File: config.mk
export PLATFORM = sky130hd
export DESIGN_NAME = gregorian_day_number_calendar
export DESIGN_NICKNAME = d
export VERILOG_FILES = /design/src/hw/rtl/gdn_pkg.sv /design/src/hw/rtl/gregorian_day_number_calendar.sv /design/src/hw/rtl/gdn_years.sv
export SDC_FILE = /design/constraint.sdc
export NUM_CORES = 2
export LEC_CHECK = 0
export BUFFER_PORTS_ARGS = -buffer_cell sky130_fd_sc_hd__buf_2
export CAP_MARGIN = 20
export CORE_MARGIN = 1
export CORE_UTILIZATION = 44
export CTS_CLUSTER_DIAMETER = 30
export CTS_CLUSTER_SIZE = 10
export DETAILED_ROUTE_END_ITERATION = 7
export PLACE_DENSITY_LB_ADDON = 0.1
export RECOVER_POWER = 25
export SETUP_SLACK_MARGIN = 0.4
export SYNTH_ARGS = -nofsm -noshare
export SYNTH_HDL_FRONTEND = slang
export SYNTH_HIERARCHICAL = 1
export SYNTH_SLANG_ARGS = --single-unit
File: constraint.sdc
create_clock -name i_clk -period 20.9 [get_ports i_clk]
set_input_delay 1.045 -clock i_clk [delete_from_list [all_inputs] [get_ports i_clk]]
set_output_delay 1.045 -clock i_clk [all_outputs]
set_load 0.1 [all_outputs]
File: src/hw/rtl/gdn_pkg.sv
// Package for the Gregorian day-number calendar: codes, states, constants and tables.
// Used by gdn_years, gregorian_day_number_calendar, gdn_checker and the testbench; depends on nothing.
package gdn_pkg;

    localparam int MAX_YEAR = 999999;

    // Day number of the last day of MAX_YEAR.
    localparam int LAST_DAY = MAX_YEAR * 365 + MAX_YEAR / 4 - MAX_YEAR / 100
                              + MAX_YEAR / 400 - MAX_YEAR / 4000;

    localparam logic [8:0] DAYS_LONG_YEAR = 9'd366;

    // Reciprocals for exact division of a 20-bit year by 100, 400 and 4000,
    // and of a 30-bit month count by 12.
    localparam logic [30:0] RECIP_100  = 31'd1342178;
    localparam logic [30:0] RECIP_400  = 31'd1342178;
    localparam logic [30:0] RECIP_4000 = 31'd1073742;
    localparam logic [30:0] RECIP_12   = 31'd1431655766;
    localparam logic [30:0] DAYS_PER_YEAR = 31'd365;

    localparam logic [2:0] CMD_GOTO  = 3'd0;
    localparam logic [2:0] CMD_ADDD  = 3'd1;
    localparam logic [2:0] CMD_ADDM  = 3'd2;
    localparam logic [2:0] CMD_ADDY  = 3'd3;
    localparam logic [2:0] CMD_READ  = 3'd4;

    localparam logic [3:0] LAST_MONTH = 4'd11;
    localparam logic [3:0] FEBRUARY   = 4'd1;

    typedef enum logic [0:0] {
        OP_DIY,
        OP_DIV12
    } t_eng_op;

    typedef struct packed {
        logic        start;
        t_eng_op     op;
        logic [29:0] arg;
    } t_eng_req;

    typedef struct packed {
        logic        done;
        logic [28:0] res;
    } t_eng_rsp;

    typedef enum logic [2:0] {
        E_IDLE,
        E_Q100,
        E_Q400,
        E_Q4000,
        E_M365,
        E_SUM,
        E_D12,
        E_D12R
    } t_eng_st;

    typedef enum logic [3:0] {
        S_IDLE,
        S_DEC,
        S_DIVW,
        S_YCHK,
        S_DAW,
        S_DBW,
        S_RANGE,
        S_BS,
        S_BSW,
        S_R1W,
        S_R2W,
        S_MON,
        S_COMMIT,
        S_FIN
    } t_state;

    function automatic logic [4:0] month_len(input logic [3:0] m);
        logic [4:0] len;
        case (m)
            4'd1:                      len = 5'd28;
            4'd3, 4'd5, 4'd8, 4'd10:   len = 5'd30;
            default:                   len = 5'd31;
        endcase
        return len;
    endfunction

    function automatic logic [8:0] month_start(input logic [3:0] m);
        logic [8:0] s;
        case (m)
            4'd0:    s = 9'd0;
            4'd1:    s = 9'd31;
            4'd2:    s = 9'd59;
            4'd3:    s = 9'd90;
            4'd4:    s = 9'd120;
            4'd5:    s = 9'd151;
            4'd6:    s = 9'd181;
            4'd7:    s = 9'd212;
            4'd8:    s = 9'd243;
            4'd9:    s = 9'd273;
            4'd10:   s = 9'd304;
            default: s = 9'd334;
        endcase
        return s;
    endfunction

    // Remainder modulo 7, using 8 = 1 (mod 7) to fold octal digits.
    function automatic logic [2:0] mod7(input logic [28:0] v);
        logic [6:0] s1;
        logic [3:0] s2;
        logic [3:0] s3;
        s1 = 7'(v[28:27]);
        for (int i = 0; i < 9; i++) begin
            s1 = s1 + 7'(v[3 * i +: 3]);
        end
        s2 = 4'(s1[2:0]) + 4'(s1[5:3]) + 4'(s1[6]);
        s3 = 4'(s2[2:0]) + 4'(s2[3]);
        if (s3 >= 4'd7) begin
            s3 = s3 - 4'd7;
        end
        return s3[2:0];
    endfunction

endpackage

File: src/hw/rtl/gregorian_day_number_calendar.sv
// Gregorian day-number calendar. A read or unknown command answers from the current date, a
// refused move once a range check fails, and a successful move after the year is found by up to 20
// binary-search probes, each a days-in-years evaluation on the shared multiplier.
// One item is in work at a time; the next is accepted the cycle after a result is loaded,
// and output stalls, which keep the result register full, hold it back.
// Reset (synchronous, active low) sets day 1, year 1 January 1. Depends on gdn_pkg, gdn_years.
module gregorian_day_number_calendar
    import gdn_pkg::*;
(
    input  logic               i_clk,
    input  logic               i_rst_n,
    input  logic               i_valid,
    output logic               o_stall,
    input  logic [2:0]         i_cmd,
    input  logic [19:0]        i_target_year,
    input  logic [3:0]         i_target_month,
    input  logic [4:0]         i_target_day,
    input  logic signed [29:0] i_amount,
    output logic               o_valid,
    input  logic               i_stall,
    output logic               o_ok,
    output logic [19:0]        o_year,
    output logic [3:0]         o_month,
    output logic [4:0]         o_day,
    output logic [28:0]        o_day_number,
    output logic [2:0]         o_weekday
);

    // Control and the current date, all with reset.
    t_state      r_state, n_state;
    t_eng_req    r_req, n_req;
    logic        r_ov, n_ov;
    logic [28:0] r_dn, n_dn;
    logic [19:0] r_year, n_year;
    logic [3:0]  r_month, n_month;
    logic [4:0]  r_day, n_day;
    logic [2:0]  r_wd, n_wd;

    // Working registers of one item and the result register, no reset.
    logic [2:0]         r_cmd, n_cmd;
    logic signed [29:0] r_amt, n_amt;
    logic signed [31:0] r_yt, n_yt;
    logic [3:0]         r_mo, n_mo;
    logic [4:0]         r_tdd, n_tdd;
    logic               r_neg, n_neg;
    logic [29:0]        r_n, n_n;
    logic [28:0]        r_da, n_da;
    logic signed [31:0] r_t, n_t;
    logic [19:0]        r_lo, n_lo;
    logic [19:0]        r_hi, n_hi;
    logic [19:0]        r_mid, n_mid;
    logic [28:0]        r_dlo, n_dlo;
    logic [8:0]         r_rem, n_rem;
    logic               r_leap, n_leap;
    logic [3:0]         r_m, n_m;
    logic               r_ok, n_ok;
    logic               r_o_ok, n_o_ok;
    logic [19:0]        r_o_year, n_o_year;
    logic [3:0]         r_o_month, n_o_month;
    logic [4:0]         r_o_day, n_o_day;
    logic [28:0]        r_o_dn, n_o_dn;
    logic [2:0]         r_o_wd, n_o_wd;

    t_eng_rsp eng_rsp;

    logic               in_acc;
    logic signed [31:0] mi;
    logic [26:0]        q;
    logic [29:0]        q12;
    logic [3:0]         rem12;
    logic signed [31:0] yo;
    logic [20:0]        mid_sum;
    logic [4:0]         len;
    logic [8:0]         span;

    gdn_years u_years (
        .i_clk   (i_clk),
        .i_rst_n (i_rst_n),
        .i_req   (r_req),
        .o_rsp   (eng_rsp)
    );

    assign o_stall = (r_state != S_IDLE);
    assign in_acc  = i_valid && !o_stall;

    always_ff @(posedge i_clk) begin
        if (!i_rst_n) begin
            r_state <= S_IDLE;
            r_req   <= '{start: 1'b0, op: OP_DIY, arg: 30'd0};
            r_ov    <= 1'b0;
            r_dn    <= 29'd1;
            r_year  <= 20'd1;
            r_month <= 4'd0;
            r_day   <= 5'd1;
            r_wd    <= 3'd1;
        end else begin
            r_state <= n_state;
            r_req   <= n_req;
            r_ov    <= n_ov;
            r_dn    <= n_dn;
            r_year  <= n_year;
            r_month <= n_month;
            r_day   <= n_day;
            r_wd    <= n_wd;
        end
    end

    always_ff @(posedge i_clk) begin
        r_cmd     <= n_cmd;
        r_amt     <= n_amt;
        r_yt      <= n_yt;
        r_mo      <= n_mo;
        r_tdd     <= n_tdd;
        r_neg     <= n_neg;
        r_n       <= n_n;
        r_da      <= n_da;
        r_t       <= n_t;
        r_lo      <= n_lo;
        r_hi      <= n_hi;
        r_mid     <= n_mid;
        r_dlo     <= n_dlo;
        r_rem     <= n_rem;
        r_leap    <= n_leap;
        r_m       <= n_m;
        r_ok      <= n_ok;
        r_o_ok    <= n_o_ok;
        r_o_year  <= n_o_year;
        r_o_month <= n_o_month;
        r_o_day   <= n_o_day;
        r_o_dn    <= n_o_dn;
        r_o_wd    <= n_o_wd;
    end

    always_comb begin
        n_state   = r_state;
        n_req     = r_req;
        n_req.start = 1'b0;
        n_ov      = r_ov;
        n_dn      = r_dn;
        n_year    = r_year;
        n_month   = r_month;
        n_day     = r_day;
        n_wd      = r_wd;
        n_cmd     = r_cmd;
        n_amt     = r_amt;
        n_yt      = r_yt;
        n_mo      = r_mo;
        n_tdd     = r_tdd;
        n_neg     = r_neg;
        n_n       = r_n;
        n_da      = r_da;
        n_t       = r_t;
        n_lo      = r_lo;
        n_hi      = r_hi;
        n_mid     = r_mid;
        n_dlo     = r_dlo;
        n_rem     = r_rem;
        n_leap    = r_leap;
        n_m       = r_m;
        n_ok      = r_ok;
        n_o_ok    = r_o_ok;
        n_o_year  = r_o_year;
        n_o_month = r_o_month;
        n_o_day   = r_o_day;
        n_o_dn    = r_o_dn;
        n_o_wd    = r_o_wd;

        // The month sum for add months, split later by floor division by 12.
        mi      = 32'(signed'({1'b0, r_month})) + 32'(r_amt);
        q       = eng_rsp.res[26:0];
        q12     = 30'({q, 3'b000}) + 30'({q, 2'b00});
        rem12   = 4'(r_n - q12);
        yo      = r_neg ? (-32'(signed'({1'b0, q})) - 32'sd1) : 32'(signed'({1'b0, q}));
        mid_sum = 21'(r_lo) + 21'(r_hi) + 21'd1;
        len     = month_len(r_m) + ((r_m == FEBRUARY && r_leap) ? 5'd1 : 5'd0);
        span    = 9'(eng_rsp.res - r_dlo);

        // The result register empties when the far side takes the item.
        if (r_ov && !i_stall) begin
            n_ov = 1'b0;
        end

        case (r_state)
            S_IDLE: begin
                if (in_acc) begin
                    n_cmd   = i_cmd;
                    n_amt   = i_amount;
                    n_yt    = 32'(signed'({1'b0, i_target_year}));
                    n_mo    = i_target_month;
                    n_tdd   = i_target_day;
                    n_state = S_DEC;
                end
            end
            S_DEC: begin
                n_ok = 1'b0;
                case (r_cmd)
                    CMD_GOTO: begin
                        n_state = (r_mo > LAST_MONTH) ? S_FIN : S_YCHK;
                    end
                    CMD_ADDD: begin
                        n_t     = 32'(signed'({1'b0, r_dn})) + 32'(r_amt);
                        n_state = S_RANGE;
                    end
                    CMD_ADDM: begin
                        // For a negative sum, divide its complement -mi-1 instead.
                        n_neg     = mi[31];
                        n_n       = mi[31] ? 30'(~mi) : 30'(mi);
                        n_req     = '{start: 1'b1, op: OP_DIV12,
                                      arg: (mi[31] ? 30'(~mi) : 30'(mi))};
                        n_state   = S_DIVW;
                    end
                    CMD_ADDY: begin
                        n_yt    = 32'(signed'({1'b0, r_year})) + 32'(r_amt);
                        n_mo    = 4'd0;
                        n_tdd   = 5'd1;
                        n_state = S_YCHK;
                    end
                    CMD_READ: begin
                        n_ok    = 1'b1;
                        n_state = S_FIN;
                    end
                    default: begin
                        n_state = S_FIN;
                    end
                endcase
            end
            S_DIVW: begin
                if (eng_rsp.done) begin
                    n_yt    = 32'(signed'({1'b0, r_year})) + yo;
                    n_mo    = r_neg ? (LAST_MONTH - rem12) : rem12;
                    n_tdd   = 5'd1;
                    n_state = S_YCHK;
                end
            end
            S_YCHK: begin
                // The target year must lie in 1..MAX_YEAR before any day count.
                if (r_yt < 32'sd1 || r_yt > 32'(MAX_YEAR)) begin
                    n_state = S_FIN;
                end else begin
                    n_req   = '{start: 1'b1, op: OP_DIY, arg: 30'(r_yt - 32'sd1)};
                    n_state = S_DAW;
                end
            end
            S_DAW: begin
                if (eng_rsp.done) begin
                    n_da    = eng_rsp.res;
                    n_req   = '{start: 1'b1, op: OP_DIY, arg: 30'(r_yt)};
                    n_state = S_DBW;
                end
            end
            S_DBW: begin
                if (eng_rsp.done) begin
                    // A year is leap exactly when it holds 366 days.
                    n_t = 32'(signed'({1'b0, r_da})) + 32'(month_start(r_mo))
                          + 32'(r_tdd)
                          + (((r_mo > FEBRUARY)
                              && (9'(eng_rsp.res - r_da) == DAYS_LONG_YEAR))
                             ? 32'sd1 : 32'sd0);
                    n_state = S_RANGE;
                end
            end
            S_RANGE: begin
                if (r_t < 32'sd1 || r_t > 32'(LAST_DAY)) begin
                    n_state = S_FIN;
                end else begin
                    n_lo    = 20'd0;
                    n_hi    = 20'(MAX_YEAR);
                    n_state = S_BS;
                end
            end
            S_BS: begin
                // Find the last year count whose total days fall short of the target.
                if (r_lo < r_hi) begin
                    n_mid   = mid_sum[20:1];
                    n_req   = '{start: 1'b1, op: OP_DIY, arg: 30'(mid_sum[20:1])};
                    n_state = S_BSW;
                end else begin
                    n_req   = '{start: 1'b1, op: OP_DIY, arg: 30'(r_lo)};
                    n_state = S_R1W;
                end
            end
            S_BSW: begin
                if (eng_rsp.done) begin
                    if (32'(signed'({1'b0, eng_rsp.res})) < r_t) begin
                        n_lo = r_mid;
                    end else begin
                        n_hi = r_mid - 20'd1;
                    end
                    n_state = S_BS;
                end
            end
            S_R1W: begin
                if (eng_rsp.done) begin
                    n_dlo   = eng_rsp.res;
                    n_rem   = 9'(r_t[28:0] - eng_rsp.res);
                    n_req   = '{start: 1'b1, op: OP_DIY, arg: 30'(r_lo) + 30'd1};
                    n_state = S_R2W;
                end
            end
            S_R2W: begin
                if (eng_rsp.done) begin
                    n_leap  = (span == DAYS_LONG_YEAR);
                    n_m     = 4'd0;
                    n_state = S_MON;
                end
            end
            S_MON: begin
                // One month is stepped over per cycle.
                if (r_m < LAST_MONTH && r_rem > 9'(len)) begin
                    n_rem = r_rem - 9'(len);
                    n_m   = r_m + 4'd1;
                end else begin
                    n_state = S_COMMIT;
                end
            end
            S_COMMIT: begin
                n_dn    = r_t[28:0];
                n_year  = r_lo + 20'd1;
                n_month = r_m;
                n_day   = r_rem[4:0];
                n_wd    = mod7(r_t[28:0]);
                n_ok    = 1'b1;
                n_state = S_FIN;
            end
            S_FIN: begin
                // Wait for the result register to be free, then report the date.
                if (!r_ov || !i_stall) begin
                    n_ov      = 1'b1;
                    n_o_ok    = r_ok;
                    n_o_year  = r_year;
                    n_o_month = r_month;
                    n_o_day   = r_day;
                    n_o_dn    = r_dn;
                    n_o_wd    = r_wd;
                    n_state   = S_IDLE;
                end
            end
            default: begin
                n_state = S_IDLE;
            end
        endcase
    end

    assign o_valid      = r_ov;
    assign o_ok         = r_o_ok;
    assign o_year       = r_o_year;
    assign o_month      = r_o_month;
    assign o_day        = r_o_day;
    assign o_day_number = r_o_dn;
    assign o_weekday    = r_o_wd;

endmodule

File: src/hw/rtl/gdn_years.sv
// Shared multiply engine: days in years 1..x, or floor division by 12.
// Depends on gdn_pkg.
module gdn_years
    import gdn_pkg::*;
(
    input  logic     i_clk,
    input  logic     i_rst_n,
    input  t_eng_req i_req,
    output t_eng_rsp o_rsp
);

    t_eng_st     r_st, n_st;
    logic        r_done, n_done;
    logic [29:0] r_x;
    logic [60:0] r_prod;
    logic [13:0] r_q100;
    logic [11:0] r_q400;
    logic [8:0]  r_q4000;
    logic [28:0] r_res;
    logic [30:0] mul_b;
    logic [60:0] mul_p;

    always_ff @(posedge i_clk) begin
        if (!i_rst_n) begin
            r_st   <= E_IDLE;
            r_done <= 1'b0;
        end else begin
            r_st   <= n_st;
            r_done <= n_done;
        end
    end

    always_comb begin
        n_st   = r_st;
        n_done = 1'b0;
        mul_b  = DAYS_PER_YEAR;
        case (r_st)
            E_IDLE: begin
                if (i_req.start) begin
                    n_st = (i_req.op == OP_DIY) ? E_Q100 : E_D12;
                end
            end
            E_Q100:  begin mul_b = RECIP_100;  n_st = E_Q400;  end
            E_Q400:  begin mul_b = RECIP_400;  n_st = E_Q4000; end
            E_Q4000: begin mul_b = RECIP_4000; n_st = E_M365;  end
            E_M365:  begin mul_b = DAYS_PER_YEAR; n_st = E_SUM; end
            E_SUM:   begin n_done = 1'b1;      n_st = E_IDLE;  end
            E_D12:   begin mul_b = RECIP_12;   n_st = E_D12R;  end
            E_D12R:  begin n_done = 1'b1;      n_st = E_IDLE;  end
            default: n_st = E_IDLE;
        endcase
        mul_p = 61'(r_x) * 61'(mul_b);
    end

    // A single multiplier serves every step; quotients are taken from
    // the product register in the state after the multiply.
    always_ff @(posedge i_clk) begin
        if (r_st == E_IDLE && i_req.start) begin
            r_x <= i_req.arg;
        end
        r_prod <= mul_p;
        if (r_st == E_Q400) begin
            r_q100 <= r_prod[40:27];
        end
        if (r_st == E_Q4000) begin
            r_q400 <= r_prod[40:29];
        end
        if (r_st == E_M365) begin
            r_q4000 <= r_prod[40:32];
        end
        if (r_st == E_SUM) begin
            r_res <= r_prod[28:0] + 29'(r_x[19:2]) - 29'(r_q100) + 29'(r_q400)
                     - 29'(r_q4000);
        end
        if (r_st == E_D12R) begin
            r_res <= 29'(r_prod[60:34]);
        end
    end

    assign o_rsp.done = r_done;
    assign o_rsp.res  = r_res;

endmodule

# Word-level counts from Yosys, hierarchy flattened
# Memories as Yosys holds them, arrays and structs flattened. A register that Yosys moved wholly into a read port is not among the register bits.
# Cells that the tools add are included.
# classes
n_addsub	41
multipliers	1
n_div	0
magnitude_cmp	11
eq_ne	49
shift	0
n_mux	72
bitwise	1
n_reduce_logical	42
# op_table
operator	n
two-way mux 32 bit	10
one-hot mux 32 bit (5 select lines)	1
two-way mux 20 bit	7
one-hot mux 32 bit (3 select lines)	1
one-hot mux 31 bit (3 select lines)	1
one-hot mux 20 bit (2 select lines)	2
two-way mux 4 bit	19
less-than comparator 32 x 2 -> 1 bit, second input constant	2
one-hot mux 32 bit (2 select lines)	1
multiplier 30 x 31 -> 61 bit	1
one-hot mux 4 bit (14 select lines)	1
two-way mux 27 bit	2
two-way mux 9 bit	4
adder 7 x 3 -> 7 bit	5
adder 21 x 32 -> 32 bit	1
adder 31 x 1 -> 32 bit	1
== test 4 bit, second input constant	8
> comparator 32 x 21 -> 1 bit, second input constant	1
> comparator 32 x 30 -> 1 bit, second input constant	1
less-than comparator 30 x 32 -> 1 bit	1
negator 27 -> 32 bit	1
subtractor 32 x 2 -> 32 bit, second input constant	1
adder 21 x 30 -> 31 bit	1
adder 30 x 30 -> 31 bit	1
other kinds (72)	143
# totals
ff_bits	543
latch_bits	0
ramBits	0
romBits	144
input_bits	66
out_inout_bits	64
wordCells	260
memories	1
# memory_table
name	words	width	read_ports	rd_clocked_by_memory_dff	wr	line_no	text
(no name shown)	16	9	1	1	0	gdn_pkg.sv:86	case (m)

# Depth between registers and ports, before layout
# depth
depth_word	14
depth_mapped	36
ltp_nobuf	33

# Hierarchy
# Netlist, hierarchy kept.
# by_module_without_submodules
mod	n_inst	cells_each	area_each_um2	seq_area_each_um2
gdn_years	1	2965	29254.3	4103.9
gregorian_day_number_calendar	1	2694	25934.9	10700.3

# Worst setup path after synthesis
# No wires, ideal clock.
# synth_timing
path_kind	flip-flop to flip-flop
start	reg u_years.r_st[2]
end	reg u_years.r_prod[57]
setup_time_ps	124
t_arrival_ps	8209
required_time_ps	20776
setup_slack_ps	12567
path_stages_with_launch	34
path_buffers	4
synth_period_minus_slack_ps	8333
path_cell_list	dfxtp_1 > clkbuf_1 > clkinv_1 > nor2_1 > clkbuf_1 > clkbuf_1 > nand2_1 > nand2_1 > inv_1 > fa_1 > inv_1 > fa_1 > inv_1 > fa_1 > inv_1 > fa_1 > fa_1 > fa_1 > fa_1 > inv_1 > fa_1 > inv_1 > ha_1 > clkbuf_2 > and3_1 > a221o_1 > a21oi_1 > o211ai_1 > a21o_1 > a21oi_2 > o32a_4 > o41ai_1 > mux2i_1 > nand3_1
# synth_via
elab_chain_len	4
word_cells_on_any_way	7
classes_between	1 x mul; 4 x eq/ne; 1 x mux; 1 x reduce/logical
# synth_lines
element	line_no	text
start: declaration	gdn_years.sv:12	t_eng_st r_st, n_st;
start signal: assignment	gdn_years.sv:28	r_st <= n_st;
== test 3 x 1 -> 1 bit / == test 3 x 2 -> 1 bit (equally long branches)	gdn_years.sv:37	case (r_st)
OR reduction 2 bit (no line)	n/a	
one-hot mux 31 bit (3 select lines) (*)	gdn_years.sv:37	
multiplier 30 x 31 -> 61 bit (*)	gdn_years.sv:52	mul_p = 61'(r_x) * 61'(mul_b);
via u_years.mul_p[57]	gdn_years.sv:21	logic [60:0] mul_p;
end signal: assignment	gdn_years.sv:61	r_prod <= mul_p;
end: declaration	gdn_years.sv:15	logic [60:0] r_prod;
# Mark *: on every way through the listed nets, which the timed path passes. The rest lies on a longest branch.
# A chain may end at the register's enable or synchronous reset.

# Worst setup path in the final report
# layout_timing
start	reg u_years.r_st[1]
end	reg u_years.r_prod[56]
# Same word-level chain as after synthesis.

==> flow_summary.yaml <==
route:
  vias: 41400
  viasPerCell: 5.48
  drtAntennaViolNets: 0
  routed_wl_um: 179000
  dr.pass1.iters: 8
  routedWlPerCell_um: 23.7
  initialDrtViolationCount: 3711
  route.detailed.drc: 18
clock_network:
  cts_max_path_buffers: 3
  cts_tree: "yes"
  cts_max_level: 3
  clock_latency_ns: 0.72
  cts_root_buf: "clkbuf_16"
  cts_resized: 0
  hold_buffers: 0
  cts_made_buffers: 120
  cts_sinks: 551
  clkTransAtPathRegs_ns: 0.05
  post_cts_buffers: 0
finish:
  finalNetCount: 7102
  seqCellArea_um2: 14800
  multiInputGateArea_um2: 36000
  drive_gt1_frac: 0.0767
  fillCellCount: 11500
  synthToLayoutAreaGrowth_pct: 12.6
global_routing:
  grt_pass1_vias: 41200
  antenna_found_initial: 4
  grt_pass1_wl_um: 266000
  globalRouteOverflowTotal: 0
  grt_max_degree: 82
  grt.total_usage: 0.284
yosys:
  synth_ff_type: "edfxtp_1"
  avgSynthCellArea_um2: 9.75
  muxShareOfSynthArea: 0.00338
  synth.top_cell.area_share: 0.227
  synth_edf_count: 377
  synth_most_common_cell: "inv_1"
  synth_top_family_by_area: "adder cells"
  synthAdderAreaFrac: 0.363
  synth_top_area_cell: "fa_1"
  synth_seq_cells: 551
  synthSimpleGateAreaFrac: 0.113
  synth_area_leaders: "fa_1 23%, edfxtp_1 21%, ha_1 14%"
  ys_warn_count: 6
  synth_cell_types: 101
  synthArstFlopShare: 0
  ys_seq_area_frac: 0.268
  synth_common_cells: "1,022 x inv_1, 627 x fa_1, 600 x ha_1"
  synth_xor_area_frac: 0.0543
  synthCells: 5659
  synth_compound_area_frac: 0.115
  netlist_area_um2: 55200
status:
  violations: "DRC, capacitance limit, slew limit"
  status: "finished with violations"
min_path:
  hold_class: "reg2reg"
  holdPathStages: 0
critical_path:
  critPathMaxFanout: 12
  crit_path_end_kind: "register"
  worstPathRequired_ns: 21.45
  crit_top_cell: "fa_1"
  worst_path_largest_cell_delay_ns: 0.56
  path_class: "reg2reg"
  cp_slowest_cell: "nand2_1"
  arrival_ns: 10.24
  critPathLaunchType: "register"
  timing.reg2reg.worst_path_depth: 29
die:
  ios: 130
  rows: 129
  core_um2: 124000
  initial_utilization: 0.445
  die_w_um: 356
  die_h_um: 356
  dieArea_um2: 127000
timing:
  worstMarginPinSlew_ns: 2.33
  tns_ns: 0
  fin_skew_ns: 0.0844
  drv_slew: 24
  slew_headroom: -0.552
  fin_crit_ns: 9.68
  hold_viol: 0
  setup_viol: 0
  fmax_mhz: 103
  layout_worst_path_cycle_share: 0.463
  rsz0062_at_grt: "no"
placement:
  portBuffers: 129
  gp_congestion: 0.966
  hpwl_um: 146000
flow_run:
  drv_cap: 1
## routing by layer
metal / vias to the layer above / part of all wire / global-route usage
li1: 19200 / - / -
met1: 20700 / 0.48 / 0.429
met2: 1399 / 0.43 / 0.420
met3: 202 / 0.069 / 0.0488
met4: 0 / 0.023 / 0.0715
met5: - / 0 / 0
## final timing paths
| path | startpoint | endpoint | slack [ns] |
|---|---|---|---|
| max reg2reg | u_years/r_st[1] | u_years/r_prod[56] | 11.22 |
| min | r_day[1] | o_day[1] | 0.42 |
| max | u_years/r_st[1] | u_years/r_prod[56] | 11.22 |
| min reg2reg | r_day[1] | o_day[1] | 0.42 |
## state kept, by name (all words and copies together) (netlist names), 14 cells and up, named ones only
register        cells
u_years/r_res      29
o_year             20
r_year             20
u_years/r_x        30
r_da               29
r_req              32
r_yt               32
r_lo               20
r_dn               29
r_mid              20
r_hi               20
r_amt              30
u_years/r_q100     14
r_t                31
o_day_number       29
u_years/r_prod     61
## final cells by class
| type | instances | area share |
|---|---|---|
| diodes | 4 | 0.000161 |
| repair buffers | 189 | 0.0168 |
| flip-flops and latches | 551 | 0.238 |
| inverters | 1028 | 0.0621 |
| well taps | 1637 | 0.0330 |
| clock buffers | 138 | 0.0506 |
| multi-input cells | 3919 | 0.579 |
| clock inverters | 92 | 0.0198 |
## per-stage QoR
| step | cell area [um2] | util | worst slack [ns] | hold slack [ns] | cells |
|---|---|---|---|---|---|
| 2_1_floorplan | 55200 | - | 12.57 | 0.400 | 5667 |
| 3_3_place_gp | 57800 | 0.466 | 11.44 | 0.408 | 7322 |
| 6_report | 62100 | 0.501 | 11.22 | 0.425 | 7558 |
| 4_1_cts | 62200 | 0.501 | 11.27 | 0.427 | 7552 |
| 3_5_place_dp | 57800 | 0.466 | 11.30 | 0.410 | 7322 |
| 5_1_grt | 62100 | 0.500 | 10.74 | 0.439 | 7555 |
## kinds of logic (layout without fill, tap and decap cells)
kind of cell	after synthesis	count (layout)
AO/OA/AOI/OAI	983	983
buffers and inverters	1197	1447
multiplexers	18	18
flip-flops	551	551
AND/OR/NAND/NOR	1339	1339
XOR/XNOR	342	342
other	2	14
adder cells (fa/ha/maj)	1227	1227
## critical path: cells and delay by family (launching register included)
family                   cells  cell delay (ns)
adder cells (fa/ha/maj)      9             4.44
AO/OA/AOI/OAI                7             1.79
AND/OR/NAND/NOR              4             1.51
buffers and inverters        8             1.17
flip-flops                   1             0.43
XOR/XNOR                     1             0.16
## layout by cell type (no fill, tap or decap), drive strengths merged, types with 39 or more instances in the layout
cell	instances
nand3	91
o21ai	217
a31oi	39
and3	44
inv	1042
nand2b	49
nand2	494
nor2	319
ha	600
edfxtp	377
nor3	86
a21oi	303
clkbuf	155
xnor2	186
fa	627
a21o	90
xor2	156
and2	78
dfxtp	174
buf	172
a211oi	49
Power is left out: the tool's default activity adds up to more than one toggle a clock period on the data nets, which glitch-free logic cannot reach.
